## src/rtl/sha1md_pkg.sv

```systemverilog
// Shared types, constants and widths of the SHA-1 digest block.
package sha1md_pkg;

   localparam int unsigned WORD_W      = 32;
   localparam int unsigned BYTE_W      = 8;
   localparam int unsigned INDEX_W     = 3;
   localparam int unsigned LEN_W       = 64;
   localparam int unsigned ROUND_W     = 7;
   localparam int unsigned FILL_W      = 6;
   localparam int unsigned LEN_IDX_W   = 4;
   localparam int unsigned BLOCK_WORDS = 16;
   localparam int unsigned WIN_W       = BLOCK_WORDS * WORD_W;

   typedef logic [WORD_W-1:0] word_type;

   // Five working or chaining words.
   typedef struct packed {
      word_type a;
      word_type b;
      word_type c;
      word_type d;
      word_type e;
   } round_state_type;

   // Taps of the message schedule window; w0 is the word used this round.
   typedef struct packed {
      word_type w0;
      word_type w2;
      word_type w8;
      word_type w13;
   } sched_taps_type;

   // Round limits and counts.
   localparam logic [ROUND_W-1:0]   LAST_ROUND  = 7'd79;
   localparam logic [ROUND_W-1:0]   ROUND_END_1 = 7'd20;
   localparam logic [ROUND_W-1:0]   ROUND_END_2 = 7'd40;
   localparam logic [ROUND_W-1:0]   ROUND_END_3 = 7'd60;
   localparam logic [FILL_W-1:0]    FILL_LAST   = 6'd63;
   localparam logic [FILL_W-1:0]    LEN_POS     = 6'd56;
   localparam logic [LEN_IDX_W-1:0] LEN_BYTES   = 4'd8;
   localparam logic [INDEX_W-1:0]   LAST_INDEX  = 3'd4;
   localparam logic [BYTE_W-1:0]    PAD_MARK    = 8'h80;
   localparam logic [BYTE_W-1:0]    PAD_ZERO    = 8'h00;
   localparam logic [LEN_W-1:0]     BITS_PER_BYTE = 64'd8;

   // Round constants.
   localparam word_type K_0 = 32'h5a827999;
   localparam word_type K_1 = 32'h6ed9eba1;
   localparam word_type K_2 = 32'h8f1bbcdc;
   localparam word_type K_3 = 32'hca62c1d6;

   // Initial chaining values.
   localparam round_state_type INIT_CHAIN = '{
      a: 32'h67452301,
      b: 32'hefcdab89,
      c: 32'h98badcfe,
      d: 32'h10325476,
      e: 32'hc3d2e1f0
   };

endpackage

```

## src/rtl/sha1md_if.sv

```systemverilog
// Handshake interfaces for the message byte channel and the digest word channel.
interface sha1md_req_if;
   logic                             valid;
   logic                             ready;
   logic [sha1md_pkg::BYTE_W-1:0]    data_byte;
   logic                             byte_present;
   logic                             end_of_message;

   modport source (output valid, output data_byte, output byte_present,
                   output end_of_message, input ready);
   modport sink (input valid, input data_byte, input byte_present,
                 input end_of_message, output ready);
endinterface

interface sha1md_rsp_if;
   logic                             valid;
   logic                             ready;
   logic [sha1md_pkg::WORD_W-1:0]    digest_word;
   logic [sha1md_pkg::INDEX_W-1:0]   word_index;
   logic                             last_word;

   modport source (output valid, output digest_word, output word_index,
                   output last_word, input ready);
   modport sink (input valid, input digest_word, input word_index,
                 input last_word, output ready);
endinterface

```

## src/rtl/sha1_message_digest.sv

```systemverilog
// Top level of the SHA-1 digest block: byte window, padding sequencer and digest output.
//
//   channel    direction   handshake       payload
//   req_chan   in          valid / ready   data_byte[7:0], byte_present, end_of_message
//   rsp_chan   out         valid / ready   digest_word[31:0], word_index[2:0], last_word
//
// A word carrying a byte is taken whenever the block is idle. The 64th byte of a block starts the
// compression: the 80 rounds on the shared round unit, then the chaining add; no byte is taken
// meanwhile. An end of message appends 9 to 72 padding bytes plus one compression per
// padded block, then sends the five digest words.
// Reset is synchronous and restores the initial chaining values; req_chan.ready is low
// from the end of message until the last digest word is taken, and a stalled rsp_chan
// simply holds the current digest word.
module sha1_message_digest (
   input  logic              clock,
   input  logic              reset,
   sha1md_req_if.sink        req_chan,
   sha1md_rsp_if.source      rsp_chan
);
   import sha1md_pkg::*;

   typedef enum logic [2:0] {
      ST_IDLE,
      ST_ROUND,
      ST_FINISH,
      ST_PAD,
      ST_EMIT
   } state_type;

   state_type              state_ff,      state_in;
   round_state_type        chain_ff,      chain_in;
   round_state_type        work_ff,       work_in;
   logic [WIN_W-1:0]       window_ff,     window_in;
   logic [FILL_W-1:0]      fill_ff,       fill_in;
   logic [LEN_W-1:0]       bits_ff,       bits_in;
   logic [ROUND_W-1:0]     round_ff,      round_in;
   logic [INDEX_W-1:0]     out_idx_ff,    out_idx_in;
   logic [LEN_IDX_W-1:0]   len_idx_ff,    len_idx_in;
   logic                   padding_ff,    padding_in;
   logic                   mark_ff,       mark_in;

   logic                   ins_valid;
   logic [BYTE_W-1:0]      ins_byte;
   logic                   block_full;
   sched_taps_type         taps;
   round_state_type        round_nxt;
   word_type               w_next;

   // Schedule taps at fixed places of the window; the oldest word sits at the top.
   assign taps.w0  = window_ff[WIN_W-1 -: WORD_W];
   assign taps.w2  = window_ff[WIN_W-1-WORD_W*2 -: WORD_W];
   assign taps.w8  = window_ff[WIN_W-1-WORD_W*8 -: WORD_W];
   assign taps.w13 = window_ff[WIN_W-1-WORD_W*13 -: WORD_W];

   sha1md_round u_round (
      .round_idx (round_ff),
      .cur       (work_ff),
      .taps      (taps),
      .nxt       (round_nxt),
      .w_next    (w_next)
   );

   assign block_full = ins_valid && (fill_ff == FILL_LAST);

   // Sequencer: byte intake, padding, rounds, chaining add and digest output.
   always_comb begin
      state_in   = state_ff;
      chain_in   = chain_ff;
      work_in    = work_ff;
      window_in  = window_ff;
      fill_in    = fill_ff;
      bits_in    = bits_ff;
      round_in   = round_ff;
      out_idx_in = out_idx_ff;
      len_idx_in = len_idx_ff;
      padding_in = padding_ff;
      mark_in    = mark_ff;
      ins_valid  = 1'b0;
      ins_byte   = PAD_ZERO;

      unique case (state_ff)
         ST_IDLE: begin
            if (req_chan.valid) begin
               if (req_chan.byte_present) begin
                  ins_valid = 1'b1;
                  ins_byte  = req_chan.data_byte;
                  bits_in   = bits_ff + BITS_PER_BYTE;
               end
               if (req_chan.end_of_message) begin
                  padding_in = 1'b1;
                  mark_in    = 1'b1;
                  len_idx_in = '0;
                  state_in   = ST_PAD;
               end
            end
         end
         ST_PAD: begin
            // Marker byte first, zeros up to the length field, then the bit count.
            ins_valid = 1'b1;
            if (mark_ff) begin
               ins_byte = PAD_MARK;
               mark_in  = 1'b0;
            end else if ((len_idx_ff == '0) && (fill_ff != LEN_POS)) begin
               ins_byte = PAD_ZERO;
            end else begin
               ins_byte   = bits_ff[LEN_W-1 -: BYTE_W];
               bits_in    = {bits_ff[LEN_W-BYTE_W-1:0], PAD_ZERO};
               len_idx_in = len_idx_ff + 1'b1;
            end
         end
         ST_ROUND: begin
            work_in   = round_nxt;
            window_in = {window_ff[WIN_W-WORD_W-1:0], w_next};
            round_in  = round_ff + 1'b1;
            if (round_ff == LAST_ROUND) begin
               state_in = ST_FINISH;
            end
         end
         ST_FINISH: begin
            chain_in.a = chain_ff.a + work_ff.a;
            chain_in.b = chain_ff.b + work_ff.b;
            chain_in.c = chain_ff.c + work_ff.c;
            chain_in.d = chain_ff.d + work_ff.d;
            chain_in.e = chain_ff.e + work_ff.e;
            if (padding_ff && (len_idx_ff == LEN_BYTES)) begin
               out_idx_in = '0;
               state_in   = ST_EMIT;
            end else if (padding_ff) begin
               state_in = ST_PAD;
            end else begin
               state_in = ST_IDLE;
            end
         end
         ST_EMIT: begin
            if (rsp_chan.ready) begin
               if (out_idx_ff == LAST_INDEX) begin
                  chain_in   = INIT_CHAIN;
                  bits_in    = '0;
                  fill_in    = '0;
                  padding_in = 1'b0;
                  mark_in    = 1'b0;
                  len_idx_in = '0;
                  state_in   = ST_IDLE;
               end else begin
                  out_idx_in = out_idx_ff + 1'b1;
               end
            end
         end
         default: begin
            state_in = ST_IDLE;
         end
      endcase

      // Byte intake into the window; a full block starts the rounds.
      if (ins_valid) begin
         window_in = {window_ff[WIN_W-BYTE_W-1:0], ins_byte};
         if (block_full) begin
            fill_in  = '0;
            work_in  = chain_ff;
            round_in = '0;
            state_in = ST_ROUND;
         end else begin
            fill_in = fill_ff + 1'b1;
         end
      end
   end

   // State and control registers.
   always_ff @(posedge clock) begin
      if (reset) begin
         state_ff   <= ST_IDLE;
         chain_ff   <= INIT_CHAIN;
         fill_ff    <= '0;
         bits_ff    <= '0;
         round_ff   <= '0;
         out_idx_ff <= '0;
         len_idx_ff <= '0;
         padding_ff <= 1'b0;
         mark_ff    <= 1'b0;
      end else begin
         state_ff   <= state_in;
         chain_ff   <= chain_in;
         fill_ff    <= fill_in;
         bits_ff    <= bits_in;
         round_ff   <= round_in;
         out_idx_ff <= out_idx_in;
         len_idx_ff <= len_idx_in;
         padding_ff <= padding_in;
         mark_ff    <= mark_in;
      end
   end

   // Payload registers: byte and schedule window, working words.
   always_ff @(posedge clock) begin
      window_ff <= window_in;
      work_ff   <= work_in;
   end

   // Handshakes and digest word selection.
   assign req_chan.ready = (state_ff == ST_IDLE);
   assign rsp_chan.valid = (state_ff == ST_EMIT);
   assign rsp_chan.word_index = out_idx_ff;
   assign rsp_chan.last_word  = (out_idx_ff == LAST_INDEX);

   always_comb begin
      case (out_idx_ff)
         3'd0:    rsp_chan.digest_word = chain_ff.a;
         3'd1:    rsp_chan.digest_word = chain_ff.b;
         3'd2:    rsp_chan.digest_word = chain_ff.c;
         3'd3:    rsp_chan.digest_word = chain_ff.d;
         default: rsp_chan.digest_word = chain_ff.e;
      endcase
   end

   // The block never takes a byte while a digest word is on offer.
   a_no_overlap: assert property (@(posedge clock) disable iff (reset)
      !(req_chan.ready && rsp_chan.valid))
      else $error("input ready while digest output is valid");

   // Rounds always start on an empty buffer.
   a_round_fill: assert property (@(posedge clock) disable iff (reset)
      (state_ff == ST_ROUND) |-> (fill_ff == '0))
      else $error("buffer not empty during compression");

   // The digest goes out only after all eight length bytes.
   a_emit_len: assert property (@(posedge clock) disable iff (reset)
      (rsp_chan.valid && (rsp_chan.word_index == '0)) |-> (len_idx_ff == LEN_BYTES))
      else $error("digest emitted before padding completed");

   // After the last digest word the block takes a fresh message.
   a_restart: assert property (@(posedge clock) disable iff (reset)
      (rsp_chan.valid && rsp_chan.ready && rsp_chan.last_word) |=>
      (req_chan.ready && (chain_ff == INIT_CHAIN)))
      else $error("block not restarted after digest");

endmodule

```

## src/rtl/sha1md_round.sv

```systemverilog
// One SHA-1 round and one message schedule step, shared by all 80 rounds.
module sha1md_round (
   input  logic [sha1md_pkg::ROUND_W-1:0] round_idx,
   input  sha1md_pkg::round_state_type    cur,
   input  sha1md_pkg::sched_taps_type     taps,
   output sha1md_pkg::round_state_type    nxt,
   output sha1md_pkg::word_type           w_next
);
   import sha1md_pkg::*;

   word_type f_val;
   word_type k_val;
   word_type t_val;
   word_type mix;

   // Round function and constant by round group.
   always_comb begin
      if (round_idx < ROUND_END_1) begin
         f_val = (cur.b & cur.c) | (~cur.b & cur.d);
         k_val = K_0;
      end else if (round_idx < ROUND_END_2) begin
         f_val = cur.b ^ cur.c ^ cur.d;
         k_val = K_1;
      end else if (round_idx < ROUND_END_3) begin
         f_val = (cur.b & cur.c) | (cur.b & cur.d) | (cur.c & cur.d);
         k_val = K_2;
      end else begin
         f_val = cur.b ^ cur.c ^ cur.d;
         k_val = K_3;
      end
   end

   // New working words.
   assign t_val = {cur.a[WORD_W-6:0], cur.a[WORD_W-1:WORD_W-5]} + f_val + cur.e + k_val
                  + taps.w0;

   assign nxt.a = t_val;
   assign nxt.b = cur.a;
   assign nxt.c = {cur.b[1:0], cur.b[WORD_W-1:2]};
   assign nxt.d = cur.c;
   assign nxt.e = cur.d;

   // Schedule word sixteen positions ahead of the current one.
   assign mix    = taps.w13 ^ taps.w8 ^ taps.w2 ^ taps.w0;
   assign w_next = {mix[WORD_W-2:0], mix[WORD_W-1]};

endmodule

```

## src/flat_wrapper.sv

```systemverilog
// flat-port wrapper written by rule: the top's interface ports become plain ports
module sha1_message_digest_flat import sha1md_pkg::*;
  (clock, reset, req_chan_valid, req_chan_data_byte, req_chan_byte_present, req_chan_end_of_message, req_chan_ready, rsp_chan_valid, rsp_chan_digest_word, rsp_chan_word_index, rsp_chan_last_word, rsp_chan_ready);
  sha1md_req_if req_chan_i ();
  sha1md_rsp_if rsp_chan_i ();
  input  logic clock;
  input  logic reset;
  input wire logic [$bits(req_chan_i.valid)-1:0] req_chan_valid;
  input wire logic [$bits(req_chan_i.data_byte)-1:0] req_chan_data_byte;
  input wire logic [$bits(req_chan_i.byte_present)-1:0] req_chan_byte_present;
  input wire logic [$bits(req_chan_i.end_of_message)-1:0] req_chan_end_of_message;
  output wire logic [$bits(req_chan_i.ready)-1:0] req_chan_ready;
  output wire logic [$bits(rsp_chan_i.valid)-1:0] rsp_chan_valid;
  output wire logic [$bits(rsp_chan_i.digest_word)-1:0] rsp_chan_digest_word;
  output wire logic [$bits(rsp_chan_i.word_index)-1:0] rsp_chan_word_index;
  output wire logic [$bits(rsp_chan_i.last_word)-1:0] rsp_chan_last_word;
  input wire logic [$bits(rsp_chan_i.ready)-1:0] rsp_chan_ready;
  assign req_chan_i.valid = req_chan_valid;
  assign req_chan_i.data_byte = req_chan_data_byte;
  assign req_chan_i.byte_present = req_chan_byte_present;
  assign req_chan_i.end_of_message = req_chan_end_of_message;
  assign req_chan_ready = req_chan_i.ready;
  assign rsp_chan_valid = rsp_chan_i.valid;
  assign rsp_chan_digest_word = rsp_chan_i.digest_word;
  assign rsp_chan_word_index = rsp_chan_i.word_index;
  assign rsp_chan_last_word = rsp_chan_i.last_word;
  assign rsp_chan_i.ready = rsp_chan_ready;
  sha1_message_digest u_core (.clock(clock), .reset(reset), .req_chan(req_chan_i), .rsp_chan(rsp_chan_i));
endmodule
```

## config.mk

```make
export PLATFORM = sky130hd
export DESIGN_NAME = sha1_message_digest_flat
export DESIGN_NICKNAME = d
export VERILOG_FILES = /design/src/rtl/sha1md_pkg.sv /design/src/rtl/sha1md_if.sv /design/src/rtl/sha1_message_digest.sv /design/src/rtl/sha1md_round.sv /design/src/flat_wrapper.sv
export SDC_FILE = /design/constraint.sdc
export NUM_CORES = 2
export LEC_CHECK = 0
export BUFFER_PORTS_ARGS = -buffer_cell sky130_fd_sc_hd__buf_2
export CORE_MARGIN = 3
export CORE_UTILIZATION = 45
export CTS_BUF_LIST = sky130_fd_sc_hd__clkbuf_4 sky130_fd_sc_hd__clkbuf_8
export DETAILED_ROUTE_END_ITERATION = 12
export GPL_TIMING_DRIVEN = 0
export MAX_ROUTING_LAYER = met4
export SLEW_MARGIN = 20
export SYNTH_ARGS = -nofsm -noshare
export SYNTH_HDL_FRONTEND = slang
export SYNTH_SLANG_ARGS = --single-unit
```

## constraint.sdc

```tcl
create_clock -name clock -period 41.5 [get_ports clock]
set_clock_uncertainty 0.1 [all_clocks]
set_input_delay 8.3 -clock clock [delete_from_list [all_inputs] [get_ports clock]]
set_output_delay 8.3 -clock clock [all_outputs]
set_load 0.02 [all_outputs]
```

---- After elaboration in Yosys (flattened, before gate mapping) ----
Cells that the tools add are included.
storage, ports and cells
  flip-flop bits (word level) ............. 921
  output and inout port bits .............. 38
  input port bits ......................... 14
  logic and storage cells ................. 155
operators by class
  eq/ne operators ......................... 21
  $lt $le $gt $ge ......................... 3
  bitwise logic cells ..................... 13
  add/sub/neg operators ................... 14
  mux-type cells .......................... 65
  reductions and logical operators ........ 20
operator list
  operator                 number
  $mux W512                2
  $mux W160                5
  $mux W64                 6
  $pmux W160 S2            1
  $add A32 B32 Y32         9
  $pmux W64 S3             1
  $mux W32                 5
  $xor A32 B32 Y32         5
  $and A32 B32 Y32         4
  $pmux W32 S4             1
  $or A32 B32 Y32          3
  $add A64 B4 Y64 const B  1
  $mux W3                  11
  $mux W8                  4
  $not A32 Y32             1
  $mux W31                 1
  $mux W6                  5
  $mux W4                  6
  $mux W7                  3
  $pmux W8 S2              1
  $pmux W3 S5              1
  $lt A7 B6 Y1 const B     2
  $reduce_and A7 Y1        2
  $eq A3 B2 Y1 const B     4
  27 further kinds         52

---- Logic depth before layout (Yosys ltp) ----
  word-level depth ........................ 13
  depth in mapped cells ................... 29
  mapped depth without buffers ............ 26

---- Modules after synthesis ----
A second synthesis with hierarchy kept.
unflattened totals
  cell total of the unflattened synthesis .. 6186
  area total of the unflattened synthesis .. 54034.3 um^2
modules (own cells, without submodules)
  module               area an instance (um^2)  times used  seq. area each (um^2)  cells an instance
  sha1_message_digest  46584.7                  1           23502.5                5305
  sha1md_round         7449.6                   1           0.0                    881

---- Worst setup path before layout ----
OpenSTA, ideal clock, no wires.
  kind .................................... in2reg
  from .................................... in req_chan_byte_present
  to ...................................... reg u_core.window_ff[0] (enable)
  cell stages on the path ................. 2
  setup time .............................. 3661 ps
  slack ................................... 21100 ps
  required time ........................... 37739 ps
  arrival ................................. 16639 ps
  buffers on the path ..................... 0
  cells stage by stage .................... nand3_1 > nand2_1
between the ends
  longest elaborated chain between the ends .. 4
ends and longest elaborated chain
  item                          RTL line                    text
  start: declaration            flat_wrapper.sv:10          input wire logic [$bits(req_chan_i.byte_present)-1:0] req_chan_byte_present;
  $mux W1                       sha1_message_digest.sv:84   if (req_chan.byte_present) begin
  $mux W1                       sha1_message_digest.sv:83   if (req_chan.valid) begin
  $pmux W1 S2                   sha1_message_digest.sv:81   unique case (state_ff)
  $reduce_bool A2 Y1 (no line)  n/a
  end signal: assignment        sha1_message_digest.sv:195  window_ff <= window_in;
  end: declaration              sha1_message_digest.sv:33   logic [WIN_W-1:0] window_ff, window_in;
Every way passes these cells.
A chain may end at the register's enable or synchronous reset.

---- Worst setup path in the final report ----
  from .................................... reg u_core.out_idx_ff[2] (netlist: u_core.rsp_chan.word_index[2])
  to ...................................... out rsp_chan_digest_word[27]
between the ends
  longest elaborated chain between the ends .. 2
  elaborated cells between the ends (all ways) .. 5
  those cells by class .................... eq/ne: 3; mux: 1; reduce/logical: 1
ends and longest elaborated chain
  item                                  RTL line                    text
  start: declaration                    sha1_message_digest.sv:37   logic [INDEX_W-1:0] out_idx_ff, out_idx_in;
  start signal: assignment              sha1_message_digest.sv:186  out_idx_ff <= out_idx_in;
  $eq A3 B2 Y1 (tied with other cells)  sha1_message_digest.sv:206  case (out_idx_ff)
  $pmux W32 S4 (*)                      sha1_message_digest.sv:206
  end: declaration                      flat_wrapper.sv:14          output wire logic [$bits(rsp_chan_i.digest_word)-1:0] rsp_chan_digest_word;
Mark *: on every way between the ends. The rest lies on a longest branch, timed or not.

==> results.ini <==
[placement]
place_congestion = 0.972
hpwlAfterDp_mm = 152
place_ws_ns = 29.64
port-buffer-count = 51

[cells_and_area]
final_cell_mix = nand2_1, edfxtp_1, nor2_1, dfxtp_1, clkbuf_1
nets = 6773
layout-drive-gt1-share_pct = 6.07
final_common_cell = nand2_1
syn2layout_area_growth_pct = 11.2

[clock_tree]
postCtsHoldBufs = 0
clk_pin_slew_ns = 0.06
clk-insertion-delay-late_ns = 0.91
cts_resized = 0
clockBufferDepth = 3
cts_max_level = 4
cts_tree = built
post_cts_buffers = 0
cts_root_buf = clkbuf_8
numCtsBuffers = 167
clock_sinks = 918

[drt]
drcViolationCount = 0
num_vias = 46600
drt_pass1_iterations = 6
ant_nets = 0
via_per_inst = 5.78
drtIter0Drc = 4998
wirelength_mm = 198
wl_per_cell_um = 24.6

[min_path]
hold_class = reg2reg
hp-start = u_core.round_ff[1]

[sta]
layout_setup_ws_ns = 28.75
max_freq_ghz = 0.0785
hold_viol_final = 0
final_max_slew_viol_count = 0
rsz0062_at_grt = no
tightest_slew_ns = 1.30
period_share_pct = 30.7
period_minus_slack_ns = 12.75
relSlewSlack_pct = 13.3
fin_setup_tns_ns = 0
setup_viol = 0

[power_and_ir_drop]
leakagePower_nw = 24.8
switching_share_pct = 44.5
p_comb_share_pct = 50.1
clockPowerShare_pct = 19.1
peakVddDrop_uv = 102
power_density_nw_per_um2 = 80.5
p_int_w = 0.00263
p_seq_share_pct = 30.8
switchingPower_w = 0.00211

[floorplan]
rows = 125
core_area_um2 = 117000
fp.dieH_um = 349
initial_core_util_pct = 45.5
fp.dieW_um = 349
io-pin-count = 52
dieArea_um2 = 122000

[worst_setup_path]
timing.rr.start = u_core.round_ff[4]
cp.arrival_ns = 4.35
cp-startpoint = u_core.rsp_chan.word_index[2]
worstSetupStartpointType = flop
worstPathRequired_ns = 33.10
critPathKind = reg2out
cp-end-kind = primary output
cp_max_fo = 10

[yosys]
synthFlopType = edfxtp_1
synth_edf_count = 512
yosysSeqAreaShare_pct = 44.3
synth_cell_type_count = 91
synth-seq-cells = 918
netlist_area_um2 = 53000
syn-num-nets = 6541
synthCells = 6177
syn_avg_cell_area_um2 = 8.58
ys_async_sr_fraction_pct = 0
yosysWarnings = 0

[run]
drv_cap = 0

[global_route]
grt_pass1_wl_mm = 289
grt_usage_pct = 33.0
antenna_found_initial = 5
grt_pass1_vias = 44600
grt_max_degree = 54
grt_overflow_total = 0

[outcome]
status = completed

## final timing paths
check | slack [ns] | cells after the start | endpoint
max | 28.75 | 8 | rsp_chan_digest_word[27]
min | 0.38 | 2 | u_core.round_ff[1]
max reg2reg | 32.46 | 27 | u_core.work_ff[158]
min reg2reg | 0.38 | 2 | u_core.round_ff[1]
## Yosys cell counts (5+ instances only)
master        n  area, µm²
and2_1       15       93.8
dfxtp_1     406       8130
o21bai_1     28        210
buf_1        19       71.3
or3_1        15       93.8
nor3_1       83        415
o31ai_1      19        143
xnor2_1     201       1760
and3_1       23        144
o32ai_1      17        149
nor4b_1       7       61.3
fa_1        120       2400
a221oi_1     23        201
o21ai_0     211       1060
nand2b_1     89        557
a221o_1      12        120
nor4_1        9       56.3
nand2_1    1937       7270
nor2b_1      48        300
a21oi_1     269       1350
a21o_1       76        571
a31oi_1     173       1080
buf_2         6       30.0
nor2_1      483       1810
edfxtp_1    512      15400
nand4_1      28        175
inv_1       234        878
o211ai_1     14        105
clkbuf_1    286       1070
a41oi_1       5       43.8
o31a_1        6       52.6
o2111ai_1     5       43.8
a211oi_1     28        210
xor2_1       66        578
o21ai_1       6       30.0
mux2i_1      18        180
or2_2         9       56.3
o21a_1       56        420
ha_1        230       2880
a22oi_1     121        908
a211o_1       6       52.6
nand3_1      99        495
a311oi_1     11       96.3
o22ai_1      52        325
nand3b_1     12       90.1
## logic make-up (layout without fill, tap and decap cells)
group,after synthesis,after routing,synth area share [%]
mux,19,19,0.361
simple gates,2884,2884,22.5
fa+ha+maj,350,350,9.96
compound gates,1191,1191,14.5
xor+xnor,267,267,4.41
flops,918,918,44.3
other cells,0,2,0
buf+inv,548,915,3.90
## state kept, by name, summed over array words and instances (netlist names)
signal,cells
u_core.fill_ff,6
u_core.state_ff,3
u_core.work_ff,160
u_core.len_idx_ff,4
u_core.mark_ff,1
u_core.window_ff,512
u_core.padding_ff,1
u_core.bits_ff,61
u_core.round_ff,7
u_core.rsp_chan.word_index,3
u_core.chain_ff,160
## worst max-delay path, cell delays in order, from the launching register on
cell and delay [ns]:
dfxtp_1 0.45, inv_2 0.36, clkbuf_1 0.57, ha_1 0.53, clkbuf_1 0.69, a22oi_1 0.26
nand3_1 0.20, o21a_1 0.19, buf_2 0.19
## power groups by stage
| stage | clock, W | combinational, W | sequential (W) |
|---|---|---|---|
| final | 0.000904 | 0.00238 | 0.00146 |
| after global routing | 0.000959 | 0.00264 | 0.00147 |
| after floorplan | 0 | 0.00175 | 0.00136 |
| after CTS | 0.000918 | 0.00235 | 0.00145 |
| after global placement | 0 | 0.00230 | 0.00152 |
| after detailed placement | 0 | 0.00233 | 0.00147 |
## layer usage
metal,GRT usage [%],wire length [µm]
met1,41.2,81800
met2,50.8,89800
met3,5.29,14000
met4,19.0,12900
met5,-,0
## final cells by class
cell class / count / area, µm²
buffer: 313 / 1190
clock buffer: 254 / 3100
clock inverter: 50 / 339
tap: 1524 / 1910
antenna: 2 / 5.00
multi-input combinational: 4711 / 27400
inverter: 235 / 882
fill: 11300 / 57600
timing repair buffer: 63 / 547
sequential: 918 / 23500
## metrics by stage
step	std cells	area, µm²	hold WS, ns	utilization (%)	power (W)
2_1_floorplan	6177	53000	0.353	-	0.00311
3_3_place_gp	7752	55200	0.363	47.3	0.00382
3_5_place_dp	7763	55500	0.379	47.6	0.00380
4_1_cts	8067	58900	0.387	50.5	0.00472
5_1_grt	8070	58900	0.415	50.6	0.00506
6_report	8070	58900	0.382	50.6	0.00474
No activity file was read; power rests on OpenSTA's default activity.
